--- src/hdl/dfdf_ram.sv ---
// ----------------------------------------------------------------------------
// dfdf_ram
// Generic one-write, one-read RAM with registered read data.
// ----------------------------------------------------------------------------
module dfdf_ram #(
  parameter int WIDTH = 8,
  parameter int DEPTH = 16
) (
  input  logic                                   clk_i,
  input  logic                                   we_i,
  input  logic [(DEPTH > 1 ? $clog2(DEPTH) : 1)-1:0] waddr_i,
  input  logic [WIDTH-1:0]                       wdata_i,
  input  logic                                   re_i,
  input  logic [(DEPTH > 1 ? $clog2(DEPTH) : 1)-1:0] raddr_i,
  output logic [WIDTH-1:0]                       rdata_o
);

  logic [WIDTH-1:0] mem_q [DEPTH];

  always_ff @(posedge clk_i) begin
    if (we_i) begin
      mem_q[waddr_i] <= wdata_i;
    end
    if (re_i) begin
      rdata_o <= mem_q[raddr_i];
    end
  end

endmodule

--- config.mk ---
export PLATFORM = sky130hd
export DESIGN_NAME = dfdf_ram
export DESIGN_NICKNAME = d
export VERILOG_FILES = /design/src/hdl/dfdf_ram.sv
export SDC_FILE = /design/constraint.sdc
export NUM_CORES = 1
export LEC_CHECK = 0
export ABC_AREA = 1
export BUFFER_PORTS_ARGS = -buffer_cell sky130_fd_sc_hd__buf_2
export CAP_MARGIN = 20
export CORE_ASPECT_RATIO = 0.7
export CORE_MARGIN = 3
export CORE_UTILIZATION = 60
export CTS_CLUSTER_DIAMETER = 50
export CTS_CLUSTER_SIZE = 25
export DETAILED_ROUTE_END_ITERATION = 7
export GPL_TIMING_DRIVEN = 0
export PLACE_DENSITY = 0.75
export SYNTH_ARGS = -nofsm -noshare
export SYNTH_HDL_FRONTEND = slang
export SYNTH_SLANG_ARGS = --single-unit
--- constraint.sdc ---
create_clock -name clk_i -period 3 [get_ports clk_i]
set_input_delay 0.3 -clock clk_i [delete_from_list [all_inputs] [get_ports clk_i]]
set_output_delay 0.3 -clock clk_i [all_outputs]
set_load 0.03 [all_outputs]
==> flow_summary.toml <==
[status]
status = "completed"

[synth]
avgSynthCellArea_um2 = 10.61
yosys.area.top_type = "edfxtp_1"
synth_fp_nets = 570
synth.cell_area_um2 = 5847
synth.top_cell.area_share = 0.6985
synthTopCellsByArea = "edfxtp_1 70%, nand2_1 11%, nand3_1 8.3%"
synth_cell_types = 11
syn_inst = 551
yosys_warnings = 0
yosys_register_bits = 136
ys_seq_area_frac = 0.6985

[cts]
clk_latency_ns = 0.42
cts-root-buf = "clkbuf_16"
cts_hold_buf = 0
post_cts_buffers = 0
cts.sink_count = 136
cts_tree = "done"
clk_pin_slew_ns = 0.05
cts_buffers = 17
cts_buffer_depth = 2
htreeDepth = 4
cts_resized = 0

[critical_path]
crit_required_ns = 3.03
critPathTopFamily = "simple AND/OR/NAND/NOR gates"
critical_path.cell_chain = "buf_2, nand3b_1, nor2_1"
cp-end-kind = "flop"
r2r_slack_ns = 1.80
cp-endpoint = "mem_q[6][7]$_DFFE_PP_"
critical_path_class = "primary input to flop"
slowest_stage = "nor2_1"
r2r-end = "rdata_o[0]$_DFFE_PP_"
crit_buf_inv = 1
critical_path_arrival_ns = 1.45
max_stage_delay_ns = 0.81
path_depth = 3
ff2ff_path_depth = 6
start_kind = "primary input"
reg2reg_from = "mem_q[7][0]$_DFFE_PP_"
cp-startpoint = "waddr_i[3]"
crit_fanout = 8

[route]
dr.pass1.iters = 5
drt.antenna.violating_nets = 0
finalWirelength_um = 13820
viasPerCell = 5.514
vias = 4020
drc_errors = 0
drtIter0Drc = 475
wire_per_inst_um = 18.96

[die]
die_area_um2 = 10980
coreArea_um2 = 9289
start_util = 0.6294
num_rows = 29
ios = 27
die_h_um = 88.59
die_x_um = 124.0

[sta]
worst_pin_slew_ns = 1.035
fin_hold_ws_ns = 0.2428
final_hold_viol_count = 0
slew_headroom = 0.3077
rsz0062_at_grt = "no"
period_needed_ns = 1.415
final-setup-viol-count = 0
final.period_utilization = 0.4716
fmax_mhz = 706.9
clock_skew_ns = 0.008697
setup_tns_ns = 0
timing.final.max_slew_violations = 0

[cells_and_area]
antenna_cells = 0
fillerInstances = 682
nets = 612
multi_input_area_um2 = 1214
syn_to_final_growth_pct = 15.04
seqCellArea_um2 = 4084
layout-drive-gt1-share = 0.1273
final_cell_mix = "173 x nand2_1, 136 x edfxtp_1, 100 x inv_1"
layout_commonest_cell = "nand2_1"

[power_and_ir_drop]
power_frac_clock = 0.465
p_int_w = 0.003600
fin_total_pwr_w = 0.004572
p_leak_nw = 2.919
ir_drop_v = 0.0006008
p_comb_frac = 0.064
p_seq_frac = 0.471
p_sw_w = 0.0009717
p_sw_frac = 0.2125
p_per_area_nw_per_um2 = 679.7

[global_routing]
overflow = 0
track_usage = 0.2764
grt_pass1_wl_um = 20840
grt_max_degree = 17
grt_pass1_vias = 3655
antenna_found_initial = 0

[min_path]
hp-start = "re_i"
min_path_type = "primary input to flop"

[placement]
place_hpwl_um = 9027
io_buffers = 23
routabilityCongestion = 0.9129

[flow_run]
maxCapViolCount = 0
==> worst register-to-register path: stages, from the launching register on <==
cell	delay [ns]
edfxtp_1	0.37
inv_1	0.07
nand2_1	0.05
nand3_1	0.14
nand3_1	0.10
nand3_1	0.10
nand2_1	0.11
==> kinds of logic after synthesis <==
family,Yosys count,synth area share
flip-flops,136,0.6985
AND/OR/NAND/NOR,289,0.2076
buffers and inverters,126,0.09394
==> metal layers <==
layer / track usage / routed length, um / part of all wire / vias to the layer above
li1: - / - / - / 1866
met1: 0.4178 / 5942 / 0.43 / 1912
met2: 0.3840 / 6007 / 0.43 / 230
met3: 0.09776 / 1755 / 0.13 / 12
met4: 0.07853 / 114 / 0.0082 / 0
met5: 0 / 0 / 0 / -
==> worst min path at each step <==
stage | depth (start not counted) | to | slack [ns]
detailed placement | 1 | rdata_o[6]$_DFFE_PP_ | 0.66
floorplan | 0 | mem_q[0][0]$_DFFE_PP_ | 0.40
CTS | 1 | rdata_o[6]$_DFFE_PP_ | 0.23
global route | 1 | rdata_o[6]$_DFFE_PP_ | 0.23
global placement | 1 | rdata_o[6]$_DFFE_PP_ | 0.66
finish | 1 | rdata_o[6]$_DFFE_PP_ | 0.24
==> synthesized netlist by cell type <==
cell and number:
buf_6 6, nand3_1 97, buf_4 4, inv_2 2, edfxtp_1 136, buf_1 1
inv_1 100, buf_2 13, nand3b_1 2, nand2_1 173, nor2_1 17
==> through the flow <==
stage | std cells | utilization | area (um2) | worst slack, ns
floorplan | 551 | - | 5847 | 1.749
global placement | 698 | 0.6585 | 6117 | 1.237
detailed placement | 698 | 0.6585 | 6117 | 1.130
CTS | 729 | 0.7241 | 6726 | 1.566
global route | 729 | 0.7241 | 6726 | 1.514
finish | 729 | 0.7241 | 6726 | 1.585
==> sequential cells by signal, indices dropped and copies added (netlist names) <==
register / count
mem_q: 128
rdata_o: 8
==> power groups by stage <==
stage,sequential (W),clock (W),combinational [W]
2_1_floorplan,0.00221,0,0.000150
3_3_place_gp,0.00219,0,0.000281
3_5_place_dp,0.00219,0,0.000286
4_1_cts,0.00215,0.00214,0.000288
5_1_grt,0.00216,0.00223,0.000320
6_report,0.00215,0.00213,0.000292
==> layout make-up <==
type | instances | share of cell area
flip-flops and latches | 136 | 0.6071
repair buffers | 23 | 0.01711
multi-input cells | 289 | 0.1804
clock inverters | 13 | 0.02679
clock buffers | 18 | 0.06380
well taps | 124 | 0.02307
inverters | 102 | 0.05692
plain buffers | 24 | 0.02474
Power figures use the tool's default switching activity.
