## src/hdl/dfdf_pkg.sv

```systemverilog
// ----------------------------------------------------------------------------
// dfdf_pkg
// Shared types, table geometry and hash constants for the drop filter.
// ----------------------------------------------------------------------------
package dfdf_pkg;

  localparam int FLOW_ENTRIES = 4096;
  localparam int DEST_ENTRIES = 1024;
  localparam int TABLE_WAYS   = 4;

  localparam int FLOW_SETS = (FLOW_ENTRIES / TABLE_WAYS) > 0 ? FLOW_ENTRIES / TABLE_WAYS : 1;
  localparam int DEST_SETS = (DEST_ENTRIES / TABLE_WAYS) > 0 ? DEST_ENTRIES / TABLE_WAYS : 1;
  localparam int FLOW_SET_W = FLOW_SETS > 1 ? $clog2(FLOW_SETS) : 1;
  localparam int DEST_SET_W = DEST_SETS > 1 ? $clog2(DEST_SETS) : 1;
  localparam int CLR_ROWS   = FLOW_SETS > DEST_SETS ? FLOW_SETS : DEST_SETS;
  localparam int CLR_W      = CLR_ROWS > 1 ? $clog2(CLR_ROWS) : 1;
  localparam int AGE_W      = TABLE_WAYS > 1 ? $clog2(TABLE_WAYS) : 1;
  localparam int WAY_W      = TABLE_WAYS > 1 ? $clog2(TABLE_WAYS) : 1;

  localparam int FKEY_W = 104;  // {src, dst, sport, dport, proto}
  localparam int DKEY_W = 56;   // {dst, dport, proto}

  localparam logic [63:0] HASH_K1 = 64'hC2B2AE3D27D4EB4F;
  localparam logic [63:0] HASH_K2 = 64'h9E3779B97F4A7C15;

  localparam logic [3:0] IPV4_VER      = 4'd4;
  localparam logic [3:0] MIN_HDR_WORDS = 4'd5;
  localparam logic [7:0] PROTO_TCP     = 8'd6;
  localparam logic [7:0] PROTO_UDP     = 8'd17;

  localparam logic CMD_RECORD = 1'b0;
  localparam logic CMD_CHECK  = 1'b1;

  localparam logic [1:0] KIND_NONE  = 2'd0;
  localparam logic [1:0] KIND_EXACT = 2'd1;
  localparam logic [1:0] KIND_DEST  = 2'd2;

  typedef struct packed {
    logic        command;
    logic [3:0]  ip_version;
    logic [3:0]  header_words;
    logic        l4_present;
    logic [31:0] src_addr;
    logic [31:0] dst_addr;
    logic [7:0]  protocol;
    logic [15:0] src_port;
    logic [15:0] dst_port;
    logic [63:0] owner_id;
  } in_t;

  typedef struct packed {
    logic        drop;
    logic [1:0]  match_kind;
    logic [63:0] matched_owner;
    logic        evicted;
  } out_t;

  typedef struct packed {
    logic              valid;
    logic [AGE_W-1:0]  age;
    logic [FKEY_W-1:0] key;
    logic [63:0]       owner;
  } way_t;

  typedef struct packed {
    logic              valid;
    logic [AGE_W-1:0]  age;
    logic [DKEY_W-1:0] key;
    logic [63:0]       owner;
  } dest_way_t;

  typedef way_t      [TABLE_WAYS-1:0] row_t;
  typedef dest_way_t [TABLE_WAYS-1:0] dest_row_t;

  typedef struct packed {
    logic        hit;
    logic [63:0] owner;
    logic        evicted;
    logic        write;
  } set_res_t;

endpackage

```

## src/hdl/dfdf_set.sv

```systemverilog
// ----------------------------------------------------------------------------
// dfdf_set
// Per-set compare, victim choice and LRU age update, shared by both tables.
// ----------------------------------------------------------------------------
module dfdf_set (
  input  dfdf_pkg::row_t              row_i,
  input  logic [dfdf_pkg::FKEY_W-1:0] key_i,
  input  logic [63:0]                 owner_i,
  input  logic                        record_i,
  output dfdf_pkg::row_t              row_o,
  output dfdf_pkg::set_res_t          res_o
);
  import dfdf_pkg::*;

  logic             hit, any_free, full;
  logic [WAY_W-1:0] hit_way, free_way, old_way, sel;
  logic [AGE_W-1:0] old_age;
  logic [AGE_W:0]   rank;
  logic             upd;

  always_comb begin
    hit      = 1'b0;
    hit_way  = '0;
    any_free = 1'b0;
    free_way = '0;
    full     = 1'b1;
    old_way  = '0;
    old_age  = row_i[0].age;
    for (int i = 0; i < TABLE_WAYS; i++) begin
      if (!hit && row_i[i].valid && row_i[i].key == key_i) begin
        hit     = 1'b1;
        hit_way = WAY_W'(i);
      end
      if (!any_free && !row_i[i].valid) begin
        any_free = 1'b1;
        free_way = WAY_W'(i);
      end
      full = full & row_i[i].valid;
      if (row_i[i].age > old_age) begin
        old_age = row_i[i].age;
        old_way = WAY_W'(i);
      end
    end

    if (hit)           sel = hit_way;
    else if (any_free) sel = free_way;
    else               sel = old_way;

    upd  = record_i || hit;
    rank = row_i[sel].valid ? {1'b0, row_i[sel].age} : (AGE_W+1)'(TABLE_WAYS);

    row_o = row_i;
    if (upd) begin
      for (int i = 0; i < TABLE_WAYS; i++) begin
        if (WAY_W'(i) == sel) begin
          row_o[i].age   = '0;
          row_o[i].valid = 1'b1;
          if (record_i) begin
            row_o[i].owner = owner_i;
            if (!hit) row_o[i].key = key_i;
          end
        end else if (row_i[i].valid && {1'b0, row_i[i].age} < rank) begin
          row_o[i].age = row_i[i].age + 1'b1;
        end
      end
    end

    res_o.hit     = hit;
    res_o.owner   = row_i[hit_way].owner;
    res_o.evicted = record_i && !hit && full;
    res_o.write   = upd;
  end

endmodule
```

## config.mk

```make
export PLATFORM = sky130hd
export DESIGN_NAME = dfdf_set
export DESIGN_NICKNAME = d
export VERILOG_FILES = /design/src/hdl/dfdf_pkg.sv /design/src/hdl/dfdf_set.sv
export SDC_FILE = /design/constraint.sdc
export NUM_CORES = 1
export LEC_CHECK = 0
export BUFFER_PORTS_ARGS = -buffer_cell sky130_fd_sc_hd__buf_2
export CAP_MARGIN = 15
export CORE_AREA = 4 4 630 632
export DETAILED_ROUTE_END_ITERATION = 8
export DIE_AREA = 0 0 634 636
export PLACE_DENSITY = 0.3
export SLEW_MARGIN = 20
export SYNTH_ARGS = -nofsm -noshare
export SYNTH_HDL_FRONTEND = slang
export SYNTH_SLANG_ARGS = --single-unit
```

## constraint.sdc

```tcl
create_clock -name vclk -period 7.1
set_clock_uncertainty 0.2 [all_clocks]
set_input_delay 1.42 -clock vclk [all_inputs]
set_output_delay 1.42 -clock vclk [all_outputs]
set_load 0.1 [all_outputs]
```

==> out/metrics.yaml <==
fp.dieH_um: 636
die_w_um: 634
p_leak_nw: 22.3
port_buffers: 1604
final_antenna_net_count: 0
max_freq_mhz: 130
n_clock_buffer: 0
final_cell_area_um2: 53200
path_max_fanout: 3
totalWireLength_um: 411000
grt_usage_pct: 19.3
crit_arrival_ns: 6.08
setup_viol_count_final: 236
worstPathRequired_ns: 5.48
dpl-instance-area_um2: 49500
io_pins: 1604
coreArea_um2: 391000
n_fill_cell: 44700
violations: "negative setup slack"
met1_usage_pct: 23.6
end_kind: "primary output"
intPower_mw: 2.36
outcome: "complete, but fails checks"
core.rowCount: 230
cap_violations: 0
yosysMostFrequentCell: "mux2_2"
cpMaxStageDelayCell: "or3b_4"
grt.met2_usage_pct: 34.0
crit_cells: 30
antenna_found_initial: 336
seqPwrFrac_pct: 0
tightestPinTransition_ns: 1.15
ys_types: 79
cts_hold_buf: 0
regArea_um2: 0
firstDrtPassIters: 5
min_period_over_period_pct: 108
nets: 5381
hold_path_class: "primary input to primary output"
cp_common_cell: "ha_4"
netlist_area_um2: 17700
drive_above_1_share_pct: 74.7
path_delay_family: "compound AO/OA/AOI/OAI gates"
finalPower_mw: 6.92
yosysSeqAreaShare_pct: 0
comb_power_share_pct: 100.0
setup_ws_ns: -0.597
gr-usage-met3_pct: 6.20
drv_slew: 0
syn_nets: 3004
swShare_pct: 65.9
start_util_pct: 4.53
period_needed_ns: 7.70
area.growth.synth_to_final_pct: 200
gp_congestion: 0.913
final_hold_viol_count: 0
synth_area_per_cell_um2: 8.29
vias: 30200
slowest_delay_ns: 0.42
yosys_warnings: 0
synth_common_cells: "mux2_2, xnor2_1, nand4_1"
synth_area_leaders: "mux2_2, xnor2_1, mux2_4"
rsz0062_at_grt: "true"
synth.top_cell.area_share_pct: 25.7
cp-startpoint: "row_i[169]"
routedWlPerCell_um: 41.7
grt_max_degree: 35
dp_hpwl_um: 379000
p_per_area_nw_per_um2: 130
busiest_layer: "met2"
worst_setup_path_start_kind: "primary input"
yosysTopAreaCell: "mux2_2"
relSlewSlack_pct: 23.2
path_buf_inv: 5
p_clk_share_pct: 0
grt_pass1_vias: 30200
viasPerCell: 3.07
critPathCapture: "row_o[168]"
peakVddDrop_mv: 0.0421
grt-ovfl-total: 0
drc: 0
die_area_um2: 403000
critPathKind: "primary input to primary output"
drt-initial-drc-count: 2381
grt_pass1_wl_um: 479000
synth_cells: 2139
p_sw_mw: 4.56
seq_cell_count: 0
==> worst min-delay path by stage <==
stage / from / endpoint / depth (start not counted)
4_1_cts: row_i[112] / row_o[112] / 3
6_report: row_i[403] / row_o[403] / 3
3_5_place_dp: row_i[472] / row_o[472] / 3
3_3_place_gp: row_i[665] / row_o[665] / 4
2_1_floorplan: row_i[510] / row_o[510] / 1
5_1_grt: row_i[403] / row_o[403] / 3
==> area by class of cell <==
cell class                 count  area (µm²)  area share (%)
antenna                      114         285           0.536
inverter                      61         241           0.454
multi-input combinational   1862       18100            34.0
tap                         5220        6530            12.3
timing repair buffer        2591       28000            52.7
==> cell families after synthesis <==
family / share of synthesized area [%]
mux: 47.0
simple gates: 18.3
xor+xnor: 16.6
buf+inv: 7.37
compound gates: 9.84
fa+ha+maj: 0.847
==> per-layer routing <==
metal  vias up  routed length [µm]
met5         -                 942
met3       490               33000
met2      1586              201000
met1     15200              170000
met4       144                5850
li1      12800                   -
==> power groups by stage <==
stage                     Combinational, mW  Sequential (mW)   Clock [mW]
after detailed placement               6.71                0            0
after global routing                   7.08                0  0.000000404
after floorplan                        3.26                0            0
after global placement                 6.73                0            0
after CTS                              6.89                0            0
final                                  6.92                0   0.00000201
==> what timing repair did <==
action                                  4_1_cts  5_1_grt
pin swaps                                    39       27
cloned                                       16       14
buffers inserted                             47       13
endpoints found under the setup margin      750      637
resized for setup                           340      250
==> per-stage QoR <==
| stage | hold WS (ns) | util, % | cells | setup slack, ns | TNS [ns] |
|---|---|---|---|---|---|
| 2_1_floorplan | 2.91 | - | 2139 | -1.05 | -4.73 |
| 3_3_place_gp | 3.06 | 12.7 | 9648 | -1.72 | -624.72 |
| 3_5_place_dp | 3.06 | 12.7 | 9649 | -1.59 | -517.23 |
| 4_1_cts | 3.06 | 13.2 | 9709 | -0.637 | -36.52 |
| 5_1_grt | 3.06 | 13.5 | 9755 | -0.846 | -87.27 |
| 6_report | 3.05 | 13.6 | 9848 | -0.597 | -11.78 |
==> cells in the final DEF, fill, tap and decap left out, types with 17 or more instances in the layout <==
cell type  synthesis  final
nand4_1          129    129
o21ai_2            0     24
nor3_1            20     17
buf_6             15     41
mux2i_1           70     64
buf_4             18    856
inv_1             58     50
xnor2_1          299    292
buf_12             0    775
a211oi_1          65     65
diode_2            0    114
mux2_4           115    282
nand2_1           75     67
a21oi_2            1     29
a21oi_1           72     43
mux2_2           404    320
buf_2             69    861
nor2b_1          100     99
mux2_1           121     38
buf_16             0     30
nor2_1            31     25
nand2b_1          78     74
xor2_1            38     37
nor4_1            48     33
Power figures use the tool's default switching activity.
