**config.mk**
```make
export PLATFORM = sky130hd
export DESIGN_NAME = dfdf_hash
export DESIGN_NICKNAME = d
export VERILOG_FILES = /design/src/hdl/dfdf_pkg.sv /design/src/hdl/dfdf_hash.sv
export SDC_FILE = /design/constraint.sdc
export NUM_CORES = 2
export LEC_CHECK = 0
export BUFFER_PORTS_ARGS = -buffer_cell sky130_fd_sc_hd__buf_2
export CORE_MARGIN = 3
export CORE_UTILIZATION = 40
export DETAILED_ROUTE_END_ITERATION = 16
export GPL_ROUTABILITY_DRIVEN = 0
export PLACE_DENSITY = 0.54
export SYNTH_ARGS = -nofsm -noshare
export SYNTH_HDL_FRONTEND = slang
export SYNTH_SLANG_ARGS = --single-unit
```
**constraint.sdc**
```tcl
create_clock -name clk_i -period 26.3 [get_ports clk_i]
set_clock_uncertainty 0.15 [all_clocks]
set_input_delay 1.315 -clock clk_i [delete_from_list [all_inputs] [get_ports clk_i]]
set_output_delay 1.315 -clock clk_i [all_outputs]
set_load 0.005 [all_outputs]
```
**src/hdl/dfdf_pkg.sv**
```systemverilog
// ----------------------------------------------------------------------------
// dfdf_pkg
// Shared types, table geometry and hash constants for the drop filter.
// ----------------------------------------------------------------------------
package dfdf_pkg;

  localparam int FLOW_ENTRIES = 4096;
  localparam int DEST_ENTRIES = 1024;
  localparam int TABLE_WAYS   = 4;

  localparam int FLOW_SETS = (FLOW_ENTRIES / TABLE_WAYS) > 0 ? FLOW_ENTRIES / TABLE_WAYS : 1;
  localparam int DEST_SETS = (DEST_ENTRIES / TABLE_WAYS) > 0 ? DEST_ENTRIES / TABLE_WAYS : 1;
  localparam int FLOW_SET_W = FLOW_SETS > 1 ? $clog2(FLOW_SETS) : 1;
  localparam int DEST_SET_W = DEST_SETS > 1 ? $clog2(DEST_SETS) : 1;
  localparam int CLR_ROWS   = FLOW_SETS > DEST_SETS ? FLOW_SETS : DEST_SETS;
  localparam int CLR_W      = CLR_ROWS > 1 ? $clog2(CLR_ROWS) : 1;
  localparam int AGE_W      = TABLE_WAYS > 1 ? $clog2(TABLE_WAYS) : 1;
  localparam int WAY_W      = TABLE_WAYS > 1 ? $clog2(TABLE_WAYS) : 1;

  localparam int FKEY_W = 104;  // {src, dst, sport, dport, proto}
  localparam int DKEY_W = 56;   // {dst, dport, proto}

  localparam logic [63:0] HASH_K1 = 64'hC2B2AE3D27D4EB4F;
  localparam logic [63:0] HASH_K2 = 64'h9E3779B97F4A7C15;

  localparam logic [3:0] IPV4_VER      = 4'd4;
  localparam logic [3:0] MIN_HDR_WORDS = 4'd5;
  localparam logic [7:0] PROTO_TCP     = 8'd6;
  localparam logic [7:0] PROTO_UDP     = 8'd17;

  localparam logic CMD_RECORD = 1'b0;
  localparam logic CMD_CHECK  = 1'b1;

  localparam logic [1:0] KIND_NONE  = 2'd0;
  localparam logic [1:0] KIND_EXACT = 2'd1;
  localparam logic [1:0] KIND_DEST  = 2'd2;

  typedef struct packed {
    logic        command;
    logic [3:0]  ip_version;
    logic [3:0]  header_words;
    logic        l4_present;
    logic [31:0] src_addr;
    logic [31:0] dst_addr;
    logic [7:0]  protocol;
    logic [15:0] src_port;
    logic [15:0] dst_port;
    logic [63:0] owner_id;
  } in_t;

  typedef struct packed {
    logic        drop;
    logic [1:0]  match_kind;
    logic [63:0] matched_owner;
    logic        evicted;
  } out_t;

  typedef struct packed {
    logic              valid;
    logic [AGE_W-1:0]  age;
    logic [FKEY_W-1:0] key;
    logic [63:0]       owner;
  } way_t;

  typedef struct packed {
    logic              valid;
    logic [AGE_W-1:0]  age;
    logic [DKEY_W-1:0] key;
    logic [63:0]       owner;
  } dest_way_t;

  typedef way_t      [TABLE_WAYS-1:0] row_t;
  typedef dest_way_t [TABLE_WAYS-1:0] dest_row_t;

  typedef struct packed {
    logic        hit;
    logic [63:0] owner;
    logic        evicted;
    logic        write;
  } set_res_t;

endpackage

```
**src/hdl/dfdf_hash.sv**
```systemverilog
// ----------------------------------------------------------------------------
// dfdf_hash
// Set hash for both tables on one shared 32x32 multiplier.
// ----------------------------------------------------------------------------
module dfdf_hash (
  input  logic        clk_i,
  input  logic        rst_ni,
  input  logic        start_i,
  input  logic [63:0] flow_a_i,
  input  logic [39:0] flow_b_i,
  input  logic [55:0] dest_a_i,
  output logic        done_o,
  output logic [31:0] flow_hi_o,
  output logic [31:0] dest_hi_o
);
  import dfdf_pkg::*;

  // phase 0: b*K1, phase 1: (a^..)*K2 flow, phase 2: a*K2 dest
  logic        busy_q, busy_d;
  logic [1:0]  phase_q, phase_d;
  logic [1:0]  sub_q, sub_d;
  logic        tog_q, tog_d;
  logic [63:0] x_q, x_d;
  logic [63:0] acc_q, acc_d;
  logic [63:0] prod_q;
  logic [31:0] fh_q, fh_d, dh_q, dh_d;
  logic        done_q, done_d;
  logic [63:0] k;
  logic [31:0] op_a, op_b;
  logic [63:0] sum;

  always_comb begin
    k = (phase_q == 2'd0) ? HASH_K1 : HASH_K2;
    unique case (sub_q)
      2'd0:    begin op_a = x_q[31:0];  op_b = k[31:0];  end
      2'd1:    begin op_a = x_q[31:0];  op_b = k[63:32]; end
      default: begin op_a = x_q[63:32]; op_b = k[31:0];  end
    endcase
    sum = acc_q + {prod_q[31:0], 32'b0};
  end

  always_ff @(posedge clk_i) begin
    prod_q <= 64'(op_a) * 64'(op_b);
  end

  always_comb begin
    busy_d  = busy_q;
    phase_d = phase_q;
    sub_d   = sub_q;
    tog_d   = tog_q;
    x_d     = x_q;
    acc_d   = acc_q;
    fh_d    = fh_q;
    dh_d    = dh_q;
    done_d  = 1'b0;
    if (start_i) begin
      busy_d  = 1'b1;
      phase_d = 2'd0;
      sub_d   = 2'd0;
      tog_d   = 1'b0;
      x_d     = {24'b0, flow_b_i};
    end else if (busy_q) begin
      tog_d = ~tog_q;
      if (tog_q) begin
        unique case (sub_q)
          2'd0: begin
            acc_d = prod_q;
            sub_d = 2'd1;
          end
          2'd1: begin
            acc_d = sum;
            sub_d = 2'd2;
          end
          default: begin
            sub_d = 2'd0;
            unique case (phase_q)
              2'd0: begin
                x_d     = flow_a_i ^ sum;
                phase_d = 2'd1;
              end
              2'd1: begin
                fh_d    = sum[63:32];
                x_d     = {8'b0, dest_a_i};
                phase_d = 2'd2;
              end
              default: begin
                dh_d   = sum[63:32];
                busy_d = 1'b0;
                done_d = 1'b1;
              end
            endcase
          end
        endcase
      end
    end
  end

  always_ff @(posedge clk_i or negedge rst_ni) begin
    if (!rst_ni) begin
      busy_q  <= 1'b0;
      phase_q <= 2'd0;
      sub_q   <= 2'd0;
      tog_q   <= 1'b0;
      done_q  <= 1'b0;
    end else begin
      busy_q  <= busy_d;
      phase_q <= phase_d;
      sub_q   <= sub_d;
      tog_q   <= tog_d;
      done_q  <= done_d;
    end
  end

  always_ff @(posedge clk_i) begin
    x_q   <= x_d;
    acc_q <= acc_d;
    fh_q  <= fh_d;
    dh_q  <= dh_d;
  end

  assign done_o    = done_q;
  assign flow_hi_o = fh_q;
  assign dest_hi_o = dh_q;

endmodule

```
==> impl_metrics.ini <==
[logic_synthesis]
yosys.area.top_type_share_pct = 38.91
sequential_cell_area_fraction_in_the_yosys_report_pct = 16.75
postSynthAreaPerCell_um2 = 9.612
ys.flop_type = sky130_fd_sc_hd__edfxtp_1
gate_count_of_the_mapped_netlist = 4336
synthDistinctLibCells = 70
postSynthNetCount = 5684
syn-cell-area_um2 = 41680
yosys_warnings = 0
synth_async_sr_flop_share_pct = 2.662
synth_edf_count = 168
synth_area_leaders = sky130_fd_sc_hd__fa_1, sky130_fd_sc_hd__edfxtp_1, sky130_fd_sc_hd__ha_1, sky130_fd_sc_hd__inv_1, sky130_fd_sc_hd__dfxtp_1
ys_ff_latch = 263
netlist.top_cell.by_area = sky130_fd_sc_hd__fa_1

[global_route]
grt_pass1_wl_mm = 213.8
grt_max_degree = 104
groute.usage.overall_pct = 27.19
number_of_antenna_violations_at_the_first_check_in_global_routing = 1
grt-ovfl-total = 0
via_count_of_the_first_global_routing_pass = 32040

[timing]
post-route-period-util_pct = 40.71
hold_ws_ns = 0.3118
final_setup_fails = 0
rsz0062_at_grt = no
fmax_mhz = 93.41
finalHoldViolCount = 0
final.min_clock_period_ns = 10.71
relSlewSlack_pct = 32.11
max_slew.worst_pin.slew_ns = 1.017
finalSetupTns_ns = 0
final_max_slew_viol_count = 0

[die]
core_area_um2 = 102600
rows = 117
floorplan.die.width_um = 328.8
die_y_um = 328.8
start_util_pct = 40.61
ports_placed_on_the_boundary = 228
overall_die_area_um2 = 108100

[detailed_routing]
viasPerCell = 5.216
drcViolationCount = 0
antenna_violating_nets_post_route = 0
drt_wl_cell_um = 24.83
drt_iter0_markers = 2833
route.vias.total = 30570
wl_mm = 145.5
number_of_detailed_routing_iterations_run_before_antenna_repair = 5

[clocking]
path_clk_slew_ns = 0.07
cts.sinks = 263
tritoncts_clock_tree = yes
clock_insertion_delay_worst_skew_ns = 0.53
cts-hold-fix-buffers = 0
cts_root_buffer = sky130_fd_sc_hd__clkbuf_16
total_clock_buffers_created_by_cts = 22
post_cts.repair.setup_buffers = 0
cts.repair.resized = 0
cts_max_level = 1
clk_path_buf_depth = 3

[run_status]
status = finished clean

[worst_hold_path]
worstHoldStart = x_q[60]$_SDFFE_PP0P_
holdPathEnd = x_q[60]$_SDFFE_PP0P_
holdCritPathClass = reg2reg
hold_path_depth = 2

[worst_setup_path]
worst-path-max-fanout = 39
r2r_cells = 28
rrSetupSlack_ns = 15.59
cp.required_ns = 26.61
worst_path_most_repeated_cell = sky130_fd_sc_hd__fa_1
stage_delay_of_the_slowest_cell_on_the_critical_path_ns = 0.87
cp-end-kind = flop
start_kind = flop
crit-reg2reg-launch = sub_q[1]$_DFFE_PN0P_
r2r-end = prod_q[63]$_DFF_P_
worstPathArrival_ns = 11.01
critPathKind = reg2reg
crit_path_top_delay_cell = sky130_fd_sc_hd__nor2_1

[cells_and_area]
layout.cells.most_common_list = sky130_fd_sc_hd__inv_1, sky130_fd_sc_hd__fa_1, sky130_fd_sc_hd__nand2_1
fillCellCount = 10140
nNetsFinal = 5824
most_common_cell_after_layout_fill_and_taps_aside = sky130_fd_sc_hd__inv_1
final_layout_size_suffix_gt1_share_pct = 8.593
area_growth_syn_to_layout_pct = 8.172

[placed_design]
post-dp-hpwl_mm = 127.5
port_buffers = 227

[flow_run]
maxCapViolCount = 0
## cell type report
cell class | instances | area [um^2] | share of cell area, %
flip-flops and latches | 263 | 6983 | 15.49
clock buffers | 32 | 703.2 | 1.560
well taps | 1368 | 1712 | 3.797
diodes | 1 | 2.502 | 0.005551
inverters | 1091 | 4096 | 9.087
multi-input cells | 2841 | 30130 | 66.83
clock inverters | 8 | 95.09 | 0.2109
repair buffers | 257 | 1361 | 3.020
## synthesized netlist by cell type, types with 3 or more instances
| cell type | n |
|---|---|
| sky130_fd_sc_hd__dfxtp_1 | 88 |
| sky130_fd_sc_hd__a32oi_1 | 4 |
| sky130_fd_sc_hd__a21o_1 | 78 |
| sky130_fd_sc_hd__a22o_1 | 8 |
| sky130_fd_sc_hd__o31ai_1 | 5 |
| sky130_fd_sc_hd__nor2b_1 | 12 |
| sky130_fd_sc_hd__xor2_1 | 42 |
| sky130_fd_sc_hd__inv_1 | 1080 |
| sky130_fd_sc_hd__a221o_1 | 5 |
| sky130_fd_sc_hd__o2111ai_1 | 3 |
| sky130_fd_sc_hd__a31o_2 | 8 |
| sky130_fd_sc_hd__o21a_1 | 6 |
| sky130_fd_sc_hd__o21ai_0 | 118 |
| sky130_fd_sc_hd__and3_1 | 11 |
| sky130_fd_sc_hd__a21oi_1 | 159 |
| sky130_fd_sc_hd__a31oi_1 | 13 |
| sky130_fd_sc_hd__buf_1 | 14 |
| sky130_fd_sc_hd__and2_1 | 47 |
| sky130_fd_sc_hd__fa_1 | 810 |
| sky130_fd_sc_hd__or2_2 | 29 |
| sky130_fd_sc_hd__a41o_1 | 3 |
| sky130_fd_sc_hd__nor2_1 | 273 |
| sky130_fd_sc_hd__mux2i_1 | 9 |
| sky130_fd_sc_hd__and4_1 | 4 |
| sky130_fd_sc_hd__clkbuf_1 | 127 |
| sky130_fd_sc_hd__o211ai_1 | 7 |
| sky130_fd_sc_hd__a41oi_1 | 3 |
| sky130_fd_sc_hd__ha_1 | 375 |
| sky130_fd_sc_hd__o21ai_1 | 3 |
| sky130_fd_sc_hd__o31a_1 | 4 |
| sky130_fd_sc_hd__maj3_1 | 3 |
| sky130_fd_sc_hd__xnor2_1 | 145 |
| sky130_fd_sc_hd__edfxtp_1 | 168 |
| sky130_fd_sc_hd__nand2_1 | 469 |
| sky130_fd_sc_hd__mux2_2 | 28 |
| sky130_fd_sc_hd__nand3_1 | 17 |
| sky130_fd_sc_hd__a211oi_1 | 8 |
| sky130_fd_sc_hd__a311oi_1 | 3 |
| sky130_fd_sc_hd__clkinv_1 | 9 |
| sky130_fd_sc_hd__dfrtp_1 | 7 |
| sky130_fd_sc_hd__nor3_1 | 22 |
| sky130_fd_sc_hd__o21bai_1 | 23 |
| sky130_fd_sc_hd__nand4_1 | 16 |
| sky130_fd_sc_hd__nand2b_1 | 35 |
## flip-flops by register name, summed over array words and instances, names as in the netlist
name / flops
acc_q: 64
busy_q: 1
dest_hi_o: 32
done_o: 1
flow_hi_o: 32
phase_q: 2
prod_q: 64
sub_q: 2
tog_q: 1
x_q: 64
## logic make-up (layout without fill, tap and decap cells)
logic type               after synthesis  count (layout)  share of synthesized area [%]
XOR/XNOR                             188             188                          3.984
AO/OA/AOI/OAI                        482             482                          7.271
buffers and inverters               1232            1388                          11.10
flip-flops                           263             263                          16.75
AND/OR/NAND/NOR                      945             945                          9.676
adder cells (fa/ha/maj)             1188            1188                          50.24
multiplexers                          37              37                         0.9727
other                                  1               2                       0.008998
## worst max-delay path: cells and delay by family, from the launching register on
| family | cells | cell delay (ns) |
|---|---|---|
| and+or+nand+nor | 3 | 1.43 |
| adders and majority gates | 9 | 4.13 |
| buffers and inverters | 7 | 1.47 |
| AOI/OAI and AO/OA | 7 | 2.32 |
| xor gates and xnor gates | 1 | 0.16 |
| DFF | 1 | 0.34 |
| muxes | 1 | 0.59 |
## how the worst max path moves through the flow
stage	startpoint	cells after the start	endpoint	slack (ns)
floorplan	phase_q[1]$_DFFE_PN0P_	32	prod_q[58]$_DFF_P_	16.99
global placement	sub_q[1]$_DFFE_PN0P_	30	prod_q[61]$_DFF_P_	15.88
detailed placement	sub_q[1]$_DFFE_PN0P_	28	prod_q[63]$_DFF_P_	15.85
CTS	sub_q[1]$_DFFE_PN0P_	28	prod_q[63]$_DFF_P_	15.76
global route	sub_q[1]$_DFFE_PN0P_	28	prod_q[63]$_DFF_P_	15.14
finish	sub_q[1]$_DFFE_PN0P_	28	prod_q[63]$_DFF_P_	15.59
## through the flow
stage / instance area (um^2) / utilization (%) / setup WS, ns / std cells
detailed placement: 44280 / 43.15 / 15.85 / 5820
CTS: 45080 / 43.93 / 15.76 / 5860
finish: 45080 / 43.93 / 15.59 / 5861
global route: 45080 / 43.93 / 15.14 / 5860
floorplan: 41680 / - / 16.99 / 4336
global placement: 44280 / 43.15 / 15.88 / 5820
## metal layers
| metal | share of wire (%) | up-vias | global-route usage, % |
|---|---|---|---|
| li1 | - | 13470 | - |
| met2 | 45 | 1325 | 42.97 |
| met4 | 6.8 | 0 | 14.47 |
| met1 | 42 | 15400 | 36.60 |
| met3 | 6.2 | 379 | 3.387 |
| met5 | 0 | - | 0 |
Power is left out: the tool's default activity adds up to more than one toggle a clock period on the data nets, which glitch-free logic cannot reach.
